## src/rtl/fhpp_pkg.sv

```systemverilog
`timescale 1ns / 1ps

package fhpp_pkg;

   // command carried on the request tuser
   typedef enum logic {
      CMD_PACK   = 1'b0,
      CMD_UNPACK = 1'b1
   } cmd_type;

   // exponent bias difference between single (127) and half (15)
   localparam logic [7:0]  EXP_BIAS_DIFF      = 8'd112;
   localparam logic [7:0]  SGL_EXP_MAX        = 8'hFF;
   localparam logic [4:0]  HALF_EXP_MAX       = 5'h1F;

   // narrowing thresholds on the single exponent field
   localparam logic [7:0]  NARROW_EXP_OVF     = 8'd143;  // half exponent >= 31
   localparam logic [7:0]  NARROW_EXP_MAX_SUB = 8'd112;  // half exponent <= 0
   localparam logic [7:0]  NARROW_EXP_MIN_SUB = 8'd102;  // below this all bits shift out
   localparam logic [7:0]  SUB_SHIFT_BASE     = 8'd126;  // shift = 126 - exponent

   localparam logic [14:0] HALF_INF_MAG       = 15'h7C00;
   localparam logic [15:0] HALF_NAN           = 16'hFE00;
   localparam logic [30:0] SGL_INF_MAG        = 31'h7F800000;
   localparam logic [31:0] SGL_NAN            = 32'hFFC00000;

endpackage

```

## src/rtl/fhpp_narrow.sv

```systemverilog
`timescale 1ns / 1ps

module fhpp_narrow
   import fhpp_pkg::*;
(
   input  logic [31:0] sgl,
   output logic [15:0] half
);

   logic        sign;
   logic [7:0]  expo;
   logic [22:0] mant;
   logic [23:0] mant_full;
   logic [7:0]  sh_full;
   logic [4:0]  sub_sh;
   logic [23:0] sub_shifted;
   logic [23:0] sub_rnd_vec;
   logic [10:0] sub_hm;
   logic [7:0]  hexp_full;
   logic [15:0] norm;

   assign sign      = sgl[31];
   assign expo      = sgl[30:23];
   assign mant      = sgl[22:0];
   assign mant_full = {1'b1, mant};

   // denormal result: shift 14..24 with hidden bit restored, round on first dropped bit
   assign sh_full     = SUB_SHIFT_BASE - expo;
   assign sub_sh      = sh_full[4:0];
   assign sub_shifted = mant_full >> sub_sh;
   assign sub_rnd_vec = mant_full >> (sub_sh - 5'd1);
   assign sub_hm      = sub_shifted[10:0] + {10'd0, sub_rnd_vec[0]};

   // normal result: carry may ripple into the exponent
   assign hexp_full = expo - EXP_BIAS_DIFF;
   assign norm      = {sign, hexp_full[4:0], mant[22:13]} + {15'd0, mant[12]};

   always_comb begin
      if (expo == 8'd0) begin
         half = {sign, 15'd0};
      end else if (expo == SGL_EXP_MAX) begin
         half = (mant == 23'd0) ? {sign, HALF_INF_MAG} : HALF_NAN;
      end else if (expo >= NARROW_EXP_OVF) begin
         half = {sign, HALF_INF_MAG};
      end else if (expo < NARROW_EXP_MIN_SUB) begin
         half = {sign, 15'd0};
      end else if (expo <= NARROW_EXP_MAX_SUB) begin
         half = {sign, 4'd0, sub_hm};
      end else begin
         half = norm;
      end
   end

endmodule

```

## src/rtl/fhpp_widen.sv

```systemverilog
`timescale 1ns / 1ps

module fhpp_widen
   import fhpp_pkg::*;
(
   input  logic [15:0] half,
   output logic [31:0] sgl
);

   logic        sign;
   logic [4:0]  expo;
   logic [9:0]  mant;
   logic [3:0]  lz;
   logic [10:0] den_shifted;
   logic [7:0]  den_exp;
   logic [7:0]  norm_exp;

   assign sign = half[15];
   assign expo = half[14:10];
   assign mant = half[9:0];

   // leading-zero count of the 10-bit fraction
   always_comb begin
      lz = 4'd0;
      for (int i = 0; i < 10; i++) begin
         if (mant[i]) begin
            lz = 4'(9 - i);
         end
      end
   end

   // leading one lands on bit 10 and is dropped as the hidden bit
   assign den_shifted = {mant, 1'b0} << lz;
   assign den_exp     = EXP_BIAS_DIFF - {4'd0, lz};
   assign norm_exp    = {3'd0, expo} + EXP_BIAS_DIFF;

   always_comb begin
      if (half[14:0] == 15'd0) begin
         sgl = {sign, 31'd0};
      end else if (expo == 5'd0) begin
         sgl = {sign, den_exp, den_shifted[9:0], 13'd0};
      end else if (expo == HALF_EXP_MAX) begin
         sgl = (mant == 10'd0) ? {sign, SGL_INF_MAG} : SGL_NAN;
      end else begin
         sgl = {sign, norm_exp, mant, 13'd0};
      end
   end

endmodule

```

## src/rtl/float_half_pair_pack_unpack_top.sv

```systemverilog
`timescale 1ns / 1ps

// Single/half precision pair converter. tuser = 0 (pack): the two singles in
// req_tdata are narrowed to halves and rsp_tdata[31:0] carries the first half in
// bits 31:16 and the second in bits 15:0, upper word zero. Narrowing rounds up
// when the first dropped bit is set (ties away from zero), flushes single
// denormals to signed zero, saturates overflow to infinity, produces half
// denormals on underflow and maps every NaN to 0xFE00. tuser = 1 (unpack): the
// halves in req_tdata[31:16] and [15:0] are widened exactly to singles in
// rsp_tdata[31:0] and [63:32]; half denormals are normalized, NaN becomes
// 0xFFC00000, req_tdata[63:32] is ignored. The path runs through an input register,
// conversion logic and a result register; one item per cycle is sustained
// while rsp_tready holds, and a stalled result still lets one more item enter.

module float_half_pair_pack_unpack_top
   import fhpp_pkg::*;
(
   input  logic        clock,
   input  logic        reset,

   input  logic        req_tvalid,
   output logic        req_tready,
   input  logic [63:0] req_tdata,   // word_a[31:0], word_b[63:32]
   input  logic [0:0]  req_tuser,   // cmd[0]

   output logic        rsp_tvalid,
   input  logic        rsp_tready,
   output logic [63:0] rsp_tdata    // out_a[31:0], out_b[63:32]
);

   // input stage
   logic        s1_valid_ff;
   logic        s1_valid_in;
   cmd_type     s1_cmd_ff;
   logic [31:0] s1_word_a_ff;
   logic [31:0] s1_word_b_ff;

   // result stage
   logic        rsp_valid_ff;
   logic        rsp_valid_in;
   logic [63:0] rsp_data_ff;
   logic [63:0] rsp_data_in;

   logic        out_free;
   logic        s1_adv;
   logic        req_take;

   logic [15:0] half_a;
   logic [15:0] half_b;
   logic [31:0] wide_a;
   logic [31:0] wide_b;

   // result register frees when empty or being drained this cycle
   assign out_free   = !rsp_valid_ff || rsp_tready;
   assign s1_adv     = s1_valid_ff && out_free;
   assign req_tready = !s1_valid_ff || out_free;
   assign req_take   = req_tvalid && req_tready;

   assign s1_valid_in  = req_take || (s1_valid_ff && !out_free);
   assign rsp_valid_in = s1_adv || (rsp_valid_ff && !rsp_tready);

   always_ff @(posedge clock) begin
      if (reset) begin
         s1_valid_ff  <= 1'b0;
         rsp_valid_ff <= 1'b0;
      end else begin
         s1_valid_ff  <= s1_valid_in;
         rsp_valid_ff <= rsp_valid_in;
      end
   end

   always_ff @(posedge clock) begin
      if (req_take) begin
         s1_cmd_ff    <= cmd_type'(req_tuser[0]);
         s1_word_a_ff <= req_tdata[31:0];
         s1_word_b_ff <= req_tdata[63:32];
      end
      if (s1_adv) begin
         rsp_data_ff <= rsp_data_in;
      end
   end

   // conversion datapath
   fhpp_narrow u_narrow_a (.sgl(s1_word_a_ff),        .half(half_a));
   fhpp_narrow u_narrow_b (.sgl(s1_word_b_ff),        .half(half_b));
   fhpp_widen  u_widen_a  (.half(s1_word_a_ff[31:16]), .sgl(wide_a));
   fhpp_widen  u_widen_b  (.half(s1_word_a_ff[15:0]),  .sgl(wide_b));

   always_comb begin
      case (s1_cmd_ff)
         CMD_PACK: begin
            rsp_data_in = {32'd0, half_a, half_b};
         end
         CMD_UNPACK: begin
            rsp_data_in = {wide_b, wide_a};
         end
         default: begin
            rsp_data_in = {32'd0, half_a, half_b};
         end
      endcase
   end

   assign rsp_tvalid = rsp_valid_ff;
   assign rsp_tdata  = rsp_data_ff;

`ifndef SYNTHESIS
   // empty input stage must never back-pressure
   a_ready_when_empty: assert property (@(posedge clock) disable iff (reset)
      !s1_valid_ff |-> req_tready)
      else $error("req_tready low with empty input stage");

   // a stalled item stays in the input stage
   a_s1_hold: assert property (@(posedge clock) disable iff (reset)
      s1_valid_ff && !out_free |=> s1_valid_ff)
      else $error("input stage item dropped while stalled");

   // an advancing item shows up as a result
   a_s1_to_rsp: assert property (@(posedge clock) disable iff (reset)
      s1_adv |=> rsp_tvalid)
      else $error("advanced item missing at result");

   // pack results carry a zero upper word
   a_pack_upper_zero: assert property (@(posedge clock) disable iff (reset)
      s1_adv && s1_cmd_ff == CMD_PACK |=> rsp_tdata[63:32] == 32'd0)
      else $error("pack result has nonzero upper word");
`endif

endmodule
```

## config.mk

```make
export PLATFORM = sky130hd
export DESIGN_NAME = float_half_pair_pack_unpack_top
export DESIGN_NICKNAME = d
export VERILOG_FILES = /design/src/rtl/fhpp_pkg.sv /design/src/rtl/fhpp_narrow.sv /design/src/rtl/fhpp_widen.sv /design/src/rtl/float_half_pair_pack_unpack_top.sv
export SDC_FILE = /design/constraint.sdc
export NUM_CORES = 1
export LEC_CHECK = 0
export ABC_AREA = 1
export ABC_CLOCK_PERIOD_IN_PS = 3500
export BUFFER_PORTS_ARGS = -buffer_cell sky130_fd_sc_hd__buf_2
export CAP_MARGIN = 20
export CELL_PAD_IN_SITES_DETAIL_PLACEMENT = 0
export CELL_PAD_IN_SITES_GLOBAL_PLACEMENT = 1
export CORE_MARGIN = 3
export CORE_UTILIZATION = 38
export CTS_CLUSTER_SIZE = 25
export DETAILED_ROUTE_END_ITERATION = 8
export GPL_TIMING_DRIVEN = 0
export PLACE_DENSITY_LB_ADDON = 0.1
export SLEW_MARGIN = 20
export SYNTH_ARGS = -nofsm -noshare
export SYNTH_HDL_FRONTEND = slang
export SYNTH_SLANG_ARGS = --single-unit
```

## constraint.sdc

```tcl
create_clock -name clock -period 3.5 [get_ports clock]
set_input_delay 0.175 -clock clock [delete_from_list [all_inputs] [get_ports clock]]
set_output_delay 0.175 -clock clock [all_outputs]
set_load 0.05 [all_outputs]
```

==> impl_metrics.env <==
export IMPL_outcome="complete, no violations"
export IMPL_reg2reg_to="rsp_tdata[26]$_DFFE_PP_"
export IMPL_synth_area_leaders="edfxtp_1 36%, nand2_1 15%, nand3_1 11%"
export IMPL_die_h_um=164
export IMPL_period_share_pct=99.8
export IMPL_ant_nets=0
export IMPL_irDropWorstVdd_v=0.000243
export IMPL_gr_total_overflow=0
export IMPL_cts_buffers=17
export IMPL_ys_warnings_count=0
export IMPL_synth_cells=1338
export IMPL_drt_wl_total_um=34900
export IMPL_cp_max_fo=6
export IMPL_dp_hpwl_um=25900
export IMPL_reg2regPathDepth=23
export IMPL_synth_seq_cells=117
export IMPL_io_pin_count=135
export IMPL_drc=0
export IMPL_critPathSlowestCell="edfxtp_1"
export IMPL_power_density_nw_per_um2=396
export IMPL_area_growth_pct=31.9
export IMPL_cp_end_kind="flop"
export IMPL_rsz0062_at_grt="yes"
export IMPL_worstPathCellList="buf_6 -> inv_4 -> buf_12 -> ha_4 -> nor2_1 -> inv_2 -> nand2_8 -> inv_6 -> nand3_1 -> a32o_2 -> nor2_2 -> a31oi_2 -> a31oi_2 -> ha_2 -> inv_2 -> a21oi_4 -> nand3_1 -> nand2_2 -> nand3_4 -> nand2_2 -> nand2_1 -> nand2_1 -> nand2_1"
export IMPL_core_um2=24500
export IMPL_grt_max_degree=42
export IMPL_dr_total_vias=10300
export IMPL_clk_pin_slew_worst_paths_ps=70
export IMPL_firstDrtPassIters=5
export IMPL_rows=57
export IMPL_timing_rr_start="s1_word_a_ff[23]$_DFFE_PP_"
export IMPL_antenna_found_initial=0
export IMPL_yosys_area_top_type_share_pct=36.2
export IMPL_hold_path_class="input pin to flop"
export IMPL_yosys_area_top_type="edfxtp_1"
export IMPL_max_stage_delay_ps=430
export IMPL_cp_required_ps=3670
export IMPL_cpMostUsedCell="nand2_1"
export IMPL_cts_root_buffer="clkbuf_16"
export IMPL_setup_violations=0
export IMPL_vias_per_cell=5.29
export IMPL_start_kind="flop"
export IMPL_wl_per_cell_um=18.0
export IMPL_async_flop_share_pct=0
export IMPL_avgSynthCellArea_um2=7.13
export IMPL_clockBufferDepth=2
export IMPL_r2r_slack_ps=6
export IMPL_endpoint="rsp_tdata[26]$_DFFE_PP_"
export IMPL_critPathKind="flop to flop"
export IMPL_hold_viol_final=0
export IMPL_cts_tree="done"
export IMPL_worstPathArrival_ps=3660
export IMPL_grt_pass1_wl_um=53600
export IMPL_dieArea_um2=27100
export IMPL_period_minus_slack_ps=3490
export IMPL_tightest_slew_ps=919
export IMPL_max_cap_violations=0
export IMPL_slew_violations=0
export IMPL_drt_first_iter_violations=906
export IMPL_fmax_mhz=286
export IMPL_num_antenna_cells=0
export IMPL_dp_cells=1798
export IMPL_p_leak_nw=5.65
export IMPL_hold_ws_ps=53.5
export IMPL_synth_cell_types=54
export IMPL_gp_congestion=0.914
export IMPL_ys_seq_area_share_pct=36.6
export IMPL_grt_pass1_vias=9753
export IMPL_final_cells=1938
export IMPL_syn_area_um2=9540
export IMPL_finClkSkew_ps=19.4
export IMPL_initial_core_util_pct=38.9
export IMPL_maxSlewHeadroom_pct=38.0
export IMPL_clk_insertion_delay_late_ps=430
export IMPL_grt_util_all_layers_pct=25.6
export IMPL_drive_above_1_share_pct=22.2
export IMPL_synth_flop_cell="edfxtp_1"
export IMPL_clock_sinks=117
export IMPL_port_buffers=121
export IMPL_synth_edff_count=115
export IMPL_critPathLaunch="s1_word_a_ff[23]$_DFFE_PP_"
export IMPL_final_nets=1692
export IMPL_min_delay_start="rsp_tready"
export IMPL_die_x_um=164
export IMPL_cts_max_level=4
-- worst max-delay path: cells and delay by family (launching register included) --
kind,cells,cell delay [ps]
AO/OA/AOI/OAI,4,760
adder cells (fa/ha/maj),2,550
buffers and inverters,6,530
flip-flops,1,430
AND/OR/NAND/NOR,11,910
-- report_power, final --
group	total (mW)	switching [mW]	internal, mW
registers	1.71	0.0743	1.64
logic	1.54	0.994	0.548
clock network	1.74	0.715	1.02
-- synth_stat cells (5+ instances only) --
cell and count:
o211ai_1 21, a21oi_1 62, o21ai_0 71, o31ai_1 6, clkinv_1 7, buf_4 23, nand2_4 5, nor4_1 6
nand3_2 9, edfxtp_1 115, nor2_1 108, o21ai_1 16, nor3_1 15, buf_2 21, clkbuf_1 9, nand4_1 12
nand2_1 373, nor2_2 7, xor2_1 18, nor2_4 7, inv_1 112, o22ai_1 6, buf_6 6, nand3_1 203
ha_1 22, inv_2 16, nand2_2 14, a31oi_1 9
-- metal layers --
metal	GRT usage, %	part of all wire [%]	vias to the layer above
li1	-	-	5063
met1	34.6	45	4767
met2	42.4	47	383
met3	4.82	6.6	47
met4	6.06	1.7	0
met5	0	0	-
-- sequential cells by signal (all words and copies together) (netlist names) --
name          flops
s1_word_a_ff     32
rsp_tvalid        1
s1_word_b_ff     32
s1_cmd_ff         1
rsp_tdata        50
s1_valid_ff       1
-- how the worst min path moves through the flow --
stage | to | depth (start not counted)
final | rsp_tvalid$_SDFF_PP0_ | 4
after global routing | rsp_tvalid$_SDFF_PP0_ | 4
after CTS | rsp_tvalid$_SDFF_PP0_ | 4
after detailed placement | s1_word_a_ff[13]$_DFFE_PP_ | 1
after global placement | s1_word_a_ff[4]$_DFFE_PP_ | 1
after floorplan | rsp_tvalid$_SDFF_PP0_ | 1
-- cell families (layout without fill, tap and decap cells) --
logic type	after synthesis	in the layout	synth area share, %
buf+inv	195	459	9.32
fa+ha+maj	22	22	2.88
simple gates	766	766	35.9
flops	117	117	36.6
other cells	1	13	0.0393
compound gates	212	212	13.0
mux	3	3	0.315
xor+xnor	22	22	2.02
-- final cells by class --
cell class                 count  area (µm²)
fill                        2456       11900
buffer                        58         445
multi-input combinational   1038        5440
sequential                   117        3490
tap                          324         405
clock inverter                13         125
timing repair buffer         234        1700
clock buffer                  19         453
inverter                     135         522
-- placed cells by master, fill, tap and decap left out, types with 21 or more instances in the layout --
cell and count:
nand3_1 199, dlygate4sd3_1 67, buf_4 62, inv_1 105, o211ai_1 21, a21oi_1 61
edfxtp_1 115, buf_2 135, nand2_1 364, o21ai_0 67, nor2_1 105
-- metrics by stage --
stage | setup slack, ps | utilization [%] | power [mW] | TNS [ps] | instance area (µm²)
after floorplan | 49.7 | - | 2.67 | 0 | 9590
after global placement | -1270 | 43.2 | 3.05 | -17820 | 10600
after detailed placement | -1250 | 43.6 | 3.05 | -17300 | 10700
after CTS | 8.88 | 50.0 | 4.94 | 0 | 12300
after global routing | -120 | 51.3 | 5.23 | -411 | 12600
final | 6.28 | 51.3 | 4.99 | 0 | 12600
-- what timing repair did --
| action | CTS | global route |
|---|---|---|
| cloned | 0 | 1 |
| pin swaps | 11 | 15 |
| endpoints found under the setup margin | 22 | 16 |
| endpoints found under the hold margin | 67 | 0 |
| hold buffers | 67 | 0 |
| resized for setup | 55 | 37 |
| buffers inserted | 19 | 23 |
Note: power is estimated with default switching activity, not from simulation.
